[src/hw/rtl/sobol_pkg.sv]
// Shared constants, codes and control types for the Sobol sequence generator.
package sobol_pkg;

  localparam int unsigned MaxDims    = 16;
  localparam int unsigned WordBits   = 32;
  localparam int unsigned DimW       = $clog2(MaxDims);
  localparam int unsigned BitW       = $clog2(WordBits);
  localparam int unsigned AddrW      = DimW + BitW;
  localparam int unsigned TableDepth = MaxDims * WordBits;
  localparam int unsigned CfgW       = 5;
  localparam int unsigned OpW        = 2;
  localparam int unsigned SampleW    = 32;

  typedef enum logic [OpW-1:0] {
    OpDraw    = 2'd0,
    OpLoad    = 2'd1,
    OpRestart = 2'd2,
    OpNop     = 2'd3
  } op_e;

  typedef enum logic {
    StIdle,
    StRun
  } state_e;

  typedef struct packed {
    logic load;
    logic restart;
    logic draw_start;
    logic rd_next;
    logic emit;
  } cmd_t;

  typedef struct packed {
    logic slot_free;
    logic last_dim;
  } status_t;

  typedef struct packed {
    logic [DimW-1:0]    dim_index;
    logic [SampleW-1:0] sample_value;
    logic               last_of_point;
    logic               exhausted;
  } rsp_t;

endpackage

[src/hw/rtl/sobol_ctrl.sv]
// Sequencer state machine: decodes requests and steps through the dimensions of a draw.
module sobol_ctrl (
  input  logic                        clk_i,
  input  logic                        rst_ni,
  input  logic                        req_valid_i,
  input  logic [sobol_pkg::OpW-1:0]   req_opcode_i,
  output logic                        req_ready_o,
  input  sobol_pkg::status_t          status_i,
  output sobol_pkg::cmd_t             cmd_o
);

  sobol_pkg::state_e state_q, state_d;
  sobol_pkg::op_e    op;

  assign op = sobol_pkg::op_e'(req_opcode_i);

  always_ff @(posedge clk_i or negedge rst_ni) begin
    if (!rst_ni) begin
      state_q <= sobol_pkg::StIdle;
    end else begin
      state_q <= state_d;
    end
  end

  always_comb begin
    state_d = state_q;
    unique case (state_q)
      sobol_pkg::StIdle: begin
        if (req_valid_i && op == sobol_pkg::OpDraw) begin
          state_d = sobol_pkg::StRun;
        end
      end
      sobol_pkg::StRun: begin
        if (status_i.slot_free && status_i.last_dim) begin
          state_d = sobol_pkg::StIdle;
        end
      end
      default: state_d = sobol_pkg::StIdle;
    endcase
  end

  always_comb begin
    req_ready_o = 1'b0;
    cmd_o       = '0;
    unique case (state_q)
      sobol_pkg::StIdle: begin
        req_ready_o = 1'b1;
        if (req_valid_i) begin
          unique case (op)
            sobol_pkg::OpDraw:    cmd_o.draw_start = 1'b1;
            sobol_pkg::OpLoad:    cmd_o.load       = 1'b1;
            sobol_pkg::OpRestart: cmd_o.restart    = 1'b1;
            default:              cmd_o            = '0;
          endcase
        end
      end
      sobol_pkg::StRun: begin
        if (status_i.slot_free) begin
          cmd_o.emit    = 1'b1;
          cmd_o.rd_next = !status_i.last_dim;
        end
      end
      default: cmd_o = '0;
    endcase
  end

endmodule

[config.mk]
export PLATFORM = sky130hd
export DESIGN_NAME = sobol_ctrl
export DESIGN_NICKNAME = d
export VERILOG_FILES = /design/src/hw/rtl/sobol_pkg.sv /design/src/hw/rtl/sobol_ctrl.sv
export SDC_FILE = /design/constraint.sdc
export NUM_CORES = 1
export LEC_CHECK = 0
export ABC_AREA = 1
export BUFFER_PORTS_ARGS = -buffer_cell sky130_fd_sc_hd__buf_2
export CAP_MARGIN = 10
export CELL_PAD_IN_SITES_DETAIL_PLACEMENT = 2
export CELL_PAD_IN_SITES_GLOBAL_PLACEMENT = 2
export CORE_AREA = 2 2 39 41
export CTS_BUF_LIST = sky130_fd_sc_hd__clkbuf_4 sky130_fd_sc_hd__clkbuf_8 sky130_fd_sc_hd__clkbuf_16
export DETAILED_ROUTE_END_ITERATION = 10
export DIE_AREA = 0 0 41 43
export PLACE_DENSITY = 0.59
export RECOVER_POWER = 25
export SETUP_SLACK_MARGIN = 0.05
export SLEW_MARGIN = 10
export SYNTH_ARGS = -nofsm -noshare
export SYNTH_HDL_FRONTEND = slang
export SYNTH_SLANG_ARGS = --single-unit
[constraint.sdc]
create_clock -name clk_i -period 0.8 [get_ports clk_i]
set_input_delay 0.04 -clock clk_i [delete_from_list [all_inputs] [get_ports clk_i]]
set_output_delay 0.04 -clock clk_i [all_outputs]
set_load 0.03 [all_outputs]
==> out/summary.log, run 1 <==
qor: status.run_status complete, but fails checks
qor: status.violations setup timing
qor: sta.grt_setup_unrepaired true
qor: yosys.netlist.top_cell.by_area sky130_fd_sc_hd__nand2_1
qor: global_routing.global_route_hottest_layer met2
qor: sta.hold_viol 0
qor: yosys.ys_top_cells_by_area sky130_fd_sc_hd__nand2_1 31%, sky130_fd_sc_hd__dfrtp_1 26%, sky130_fd_sc_hd__inv_1 19%
qor: global_routing.global_route.usage.met3 0%
qor: sta.timing_worst_slew_pin_value 0.1011 ns
qor: drt.remaining_drc_errors 0
qor: worst_hold_path.worstHoldPathCells 4
qor: yosys.synth-seq-area-share 25.97%
qor: yosys.synth_async_sr_flop_share 100.0%
qor: pwr.vdd.ir_drop.worst 0.0002394 V
qor: global_routing.grt_overflow 0
qor: worst_hold_path.hold_path.class input pin to flip-flop
qor: floorplan.initial_utilization 6.962%
qor: yosys.yosys-top-cells-count 8 x sky130_fd_sc_hd__nand2_1, 5 x sky130_fd_sc_hd__inv_1, 5 x sky130_fd_sc_hd__nor2_1, 1 x sky130_fd_sc_hd__dfrtp_1, 1 x sky130_fd_sc_hd__inv_2
qor: clocking.clk-insertion-delay-late 0 ns
qor: floorplan.io_pins 13
qor: global_routing.initial_antenna_violation_count 0
qor: worst_setup_path.cp_max_fo 3
qor: sta.min_tclk_post_route 0.8549 ns
qor: worst_setup_path.r2r_cells 4
qor: finish.postLayoutCoreUtil 20.89%
qor: global_routing.grt_use_met1 5.079%
qor: finish.regMostFlops state_q
qor: floorplan.floorplan.rows 14
qor: clocking.clock_transition_at_the_registers_of_the_reported_paths 0 ns
qor: sta.final_min_period_over_clock_period 106.9%
qor: placed_design.place_congestion 0.5471
qor: yosys.postSynth.topFlopCell sky130_fd_sc_hd__dfrtp_1
qor: sta.layout_setup_ws -0.05493 ns
qor: yosys.ys_warn_count 0
qor: drt.detail_route.vias_per_cell 3.115
qor: global_routing.use_met2 8.125%
qor: placed_design.hpwl 309.6 um
qor: yosys.most_common_cell_in_the_netlist sky130_fd_sc_hd__nand2_1
qor: drt.routed-via-count 162
qor: finish.num_antenna_cells 0
qor: pwr.leakage 0.0001573 uW
qor: global_routing.track_usage 4.200%
qor: floorplan.die-width 41 um
qor: drt.drt-wirelength-per-cell 6.173 um
qor: run.drv_cap 0
qor: global_routing.grt_first_pass_wirelength 558 um
qor: global_routing.grt_start_max_net_pins 5
qor: placed_design.place.port_buffers 12
qor: sta.max_clock_freq 1170 MHz
qor: global_routing.number_of_global_route_vias_before_repair 145
qor: sta.finalSetupViolations 4
qor: sta.report.final.slew_viol_count 0
qor: yosys.synthesis.area 96.34 sq um
qor: finish.post_route_cells_drive_above_1_share 69.44%
qor: worst_setup_path.required_arrival_time_at_the_worst_endpoint 0.76 ns
qor: sta.clock-skew-final 0 ns
qor: finish.largest_reg_flops 1
qor: floorplan.fp.dieH 43 um
qor: drt.antenna_violating_nets_post_route 0
qor: yosys.syn-instance-count 20
qor: yosys.postSynthNetCount 27
qor: drt.drt_iter0_drc 0
qor: finish.final_nets 45
qor: drt.drt_wl_total 321 um
qor: yosys.post_synth.cell_area_avg 4.817 sq um
qor: worst_setup_path.worstSetupPathType flip-flop to output pin
qor: sta.timing.slew.headroom 93.24%
qor: yosys.synth-edff-count 0
qor: pwr.power.density_cell_area 1009 nW/um^2
qor: finish.layout_overhead_on_the_synthesized_area 200.0%
qor: yosys.synth_top_area_share 31.17%
qor: yosys.post_synth_num_cell_types 5
qor: floorplan.die-area 1763 sq um
qor: yosys.synth-seq-cells 1
qor: finish.top_regs state_q: 1 flops
qor: floorplan.core_area 1384 sq um
qor: worst_setup_path.critical_path_arrival 0.81 ns
qor: worst_setup_path.timing.critical_path.from_type flip-flop
qor: sta.totalNegativeSetupSlack -0.1599 ns
qor: drt.detail_route.first_pass.iterations 1
qor: worst_setup_path.timing.critical_path.to_type output pin
==> power by group <==
| part | internal, uW | total [uW] | switching [uW] |
|---|---|---|---|
| sequential | 60.8 | 71.0 | 10.2 |
| clock | 0 | 0 | 0 |
| combinational | 105 | 221 | 115 |
| total | 166 | 292 | 126 |
==> cell usage in the layout (no fill, tap or decap), drive strengths merged <==
| cell | Yosys | routed |
|---|---|---|
| dfrtp | 1 | 1 |
| nand2 | 8 | 8 |
| dlygate4sd3 | 0 | 1 |
| inv | 6 | 6 |
| buf | 0 | 15 |
| nor2 | 5 | 5 |
==> metrics by stage <==
step	instance area [sq um]	cells	hold WS [ns]	setup WS (ns)	total power, uW
after detailed placement	224.0	50	-0.1831	-0.08249	234.9
after global placement	224.0	50	-0.1820	-0.08083	233.1
final	289.0	52	0.3392	-0.05493	291.6
after CTS	279.0	51	0.3378	-0.06010	281.6
after global routing	289.0	52	0.3725	-0.09253	313.0
after floorplan	128.9	20	-0.2556	-0.04936	172.4
==> metal layers <==
layer	up-vias	routed length, um	part of all wire, %
li1	88	-	-
met1	69	127	40
met2	5	180	56
met3	0	14	4.4
met4	0	0	0
met5	-	0	0
==> timing repair <==
| action | in CTS | in global routing |
|---|---|---|
| gates resized for setup | 16 | 1 |
| pin swaps | 2 | 1 |
| setup endpoints to repair | 7 | 7 |
| hold buffers | 1 | 0 |
| endpoints found under the hold margin | 1 | 0 |
| setup buffers | 0 | 1 |
==> critical path: stages (launching register included) <==
cell and delay (ns):
sky130_fd_sc_hd__dfrtp_2 0.41, sky130_fd_sc_hd__buf_4 0.15, sky130_fd_sc_hd__nand2_2 0.09, sky130_fd_sc_hd__inv_2 0.04, sky130_fd_sc_hd__buf_6 0.13
==> path summary, 6_finish.rpt <==
path,start,end,slack [ns]
setup / recovery,state_q,cmd_o[0],-0.05
hold / removal,status_i[1],state_q,0.34
setup reg to reg,state_q,state_q,-0.04
hold reg to reg,state_q,state_q,0.65
max in group asynchronous,rst_ni,state_q,0.35
min in group asynchronous,rst_ni,state_q,0.35
==> cell families after synthesis <==
logic type	Yosys count	share of synthesized area [%]
AND/OR/NAND/NOR	13	50.65
buffers and inverters	6	23.37
flip-flops	1	25.97
==> final cells by class <==
type                       instances  area (sq um)
fill                             166          1095
timing repair buffer              16         133.9
inverter                           6         25.02
multi-input combinational         13         83.83
sequential                         1         26.28
tap                               16         20.02
No activity file was read; power rests on OpenSTA's default activity.
==> inputs of run 2 (changes only) <==
Settings changed: CELL_PAD_IN_SITES_DETAIL_PLACEMENT 2 to unset, CELL_PAD_IN_SITES_GLOBAL_PLACEMENT 2 to unset, PLACE_DENSITY 0.59 to 0.32.
==> out/summary.log, run 2 (same netlist as run 1, synthesis figures left out) <==
qor: status.run_status complete, but fails checks
qor: status.violations setup timing
qor: pwr.combinationalPowerShare 70.5%
qor: floorplan.core_area 1384 sq um
qor: sta.final_min_period_over_clock_period 102.2%
qor: pwr.netSwitchingFraction 47.62%
qor: global_routing.grt_overflow 0
qor: floorplan.floorplan.rows 14
qor: sta.clock-skew-final 0 ns
qor: floorplan.die-width 41 um
qor: global_routing.track_usage 3.200%
qor: worst_setup_path.critPathMostFrequentCell sky130_fd_sc_hd__nand2_2
qor: pwr.clockPowerShare 0%
qor: worst_setup_path.reg2reg_to state_q
qor: drt.drt_iter0_drc 0
qor: worst_setup_path.crit_family flip-flops
qor: sta.finalSetupViolations 3
qor: sta.grt_setup_unrepaired true
qor: finish.layout_commonest_cell sky130_fd_sc_hd__buf_2
qor: finish.nFillCells 167
qor: clocking.count_of_buffers_added_by_post_cts_timing_repair_for_setup 0
qor: pwr.seq_power_share 29.5%
qor: finish.layout_overhead_on_the_synthesized_area 172.7%
qor: sta.max_clock_freq 1223 MHz
qor: finish.final_nets 43
qor: pwr.p_int 130.7 uW
qor: floorplan.die-area 1763 sq um
qor: drt.antenna_violating_nets_post_route 0
qor: worst_setup_path.rrSetupSlack -0.02 ns
qor: placed_design.place_congestion 0.4947
qor: worst_setup_path.cpMaxStageDelayCell sky130_fd_sc_hd__dfrtp_2
qor: sta.timing_worst_slew_pin_value 0.1554 ns
qor: placed_design.hpwl 262.6 um
qor: placed_design.place.port_buffers 12
qor: worst_hold_path.timing.hold.worst.start status_i[1]
qor: sta.layout_setup_ws -0.01747 ns
qor: sta.min_tclk_post_route 0.8175 ns
qor: pwr.power.net_switching 118.9 uW
qor: worst_setup_path.critical_path_arrival 0.75 ns
qor: drt.drt-wirelength-per-cell 5.660 um
qor: sta.timing.slew.headroom 89.71%
qor: worst_setup_path.timing.critical_path.to_type flip-flop
qor: worst_setup_path.critical-path-max-stage-delay 0.42 ns
qor: finish.most-common-layout-cells 7 x sky130_fd_sc_hd__buf_2, 5 x sky130_fd_sc_hd__nand2_1, 4 x sky130_fd_sc_hd__inv_1, 4 x sky130_fd_sc_hd__buf_6, 3 x sky130_fd_sc_hd__nor2_4
qor: worst_setup_path.cp_max_fo 4
qor: clocking.clk-insertion-delay-late 0 ns
qor: finish.stdcell_count 50
qor: placed_design.placedCellCount 49
qor: finish.top_regs state_q: 1 flops
qor: drt.detail_route.first_pass.iterations 1
qor: floorplan.io_pins 13
qor: drt.routed-via-count 146
qor: worst_hold_path.hold_path.class input pin to flip-flop
qor: global_routing.grt_start_max_net_pins 5
qor: floorplan.fp.dieH 43 um
qor: global_routing.initial_antenna_violation_count 0
qor: worst_hold_path.whs_endpoint state_q
qor: pwr.leakage 0.0001455 uW
qor: run.drv_cap 0
qor: sta.hold_viol 0
qor: finish.largest_reg_flops 1
qor: global_routing.number_of_global_route_vias_before_repair 129
qor: pwr.vdd.ir_drop.worst 0.0002970 V
qor: sta.totalNegativeSetupSlack -0.03097 ns
qor: worst_setup_path.critical_path_buf_inv_count 1
qor: worst_setup_path.timing.critical_path.from_type flip-flop
qor: clocking.clock_transition_at_the_registers_of_the_reported_paths 0 ns
qor: sta.report.final.slew_viol_count 0
qor: finish.regMostFlops state_q
qor: worst_setup_path.worstSetupPathType flip-flop to flip-flop
qor: finish.post_route_cells_drive_above_1_share 67.65%
qor: drt.drt_wl_total 283 um
qor: drt.detail_route.vias_per_cell 2.920
qor: worst_hold_path.worstHoldPathCells 4
qor: worst_setup_path.reg2reg_from state_q
qor: worst_setup_path.required_arrival_time_at_the_worst_endpoint 0.73 ns
qor: worst_setup_path.r2r_cells 4
qor: worst_setup_path.path_cells nor2_2 -> nand2_2 -> buf_6 -> nand2_2
qor: finish.num_antenna_cells 0
qor: global_routing.grt_first_pass_wirelength 434 um
qor: pwr.power.density_cell_area 950.0 nW/um^2
qor: drt.remaining_drc_errors 0
qor: floorplan.initial_utilization 6.962%
## run 2: routing by layer
layer,GRT usage (%),part of all wire [%],vias to the layer above
met1,3.810,46,59
met2,6.250,48,5
met5,0,0,-
met4,0,0,0
li1,-,-,82
met3,0,6.4,0
## run 2: stage by stage
step           hold WS (ns)  util, %  setup slack [ns]  cell area (sq um)  total power, uW
2_1_floorplan       -0.2556        -          -0.04936              128.9            172.4
3_3_place_gp        -0.1827    15.64          -0.08058              216.5            223.7
3_5_place_dp        -0.1833    15.64          -0.07896              216.5            223.6
4_1_cts              0.3207    18.08          -0.05841              250.2            241.9
5_1_grt              0.3658    18.99          -0.05596              262.8            265.6
6_report             0.3241    18.99          -0.01747              262.8            249.6
## run 2: how the worst max path moves through the flow
stage | start | endpoint | cells past startpoint
2_1_floorplan | state_q | cmd_o[3] | 3
3_3_place_gp | state_q | cmd_o[2] | 4
3_5_place_dp | state_q | cmd_o[2] | 4
4_1_cts | state_q | state_q | 4
5_1_grt | state_q | state_q | 4
6_report | state_q | state_q | 4
## run 2: power by group through the flow
stage | logic [uW] | clock network (uW) | registers [uW]
6_report | 176 | 0 | 73.7
5_1_grt | 190 | 0 | 75.1
4_1_cts | 171 | 0 | 71.3
3_5_place_dp | 152 | 0 | 71.3
3_3_place_gp | 152 | 0 | 71.4
2_1_floorplan | 103 | 0 | 69.2
## run 2: timing repair
item / 4_1_cts / 5_1_grt
hold buffers: 1 / 0
setup endpoints to repair: 6 / 6
resized for setup: 8 / 5
pin swaps: 1 / 1
hold endpoints to repair: 1 / 0
## run 2: worst reg2reg max path: cells and delay by family (launching register included)
kind	cells	cell delay, ns
buffers and inverters	1	0.12
DFF	1	0.42
and+or+nand+nor	3	0.22
## run 2: area by class of cell
type                    instances  area [sq um]  area share (%)
multi-input cells              13         86.33           32.86
flip-flops and latches          1         26.28           10.00
inverters                       6         25.02           9.524
well taps                      16         20.02           7.619
repair buffers                 14         105.1           40.00
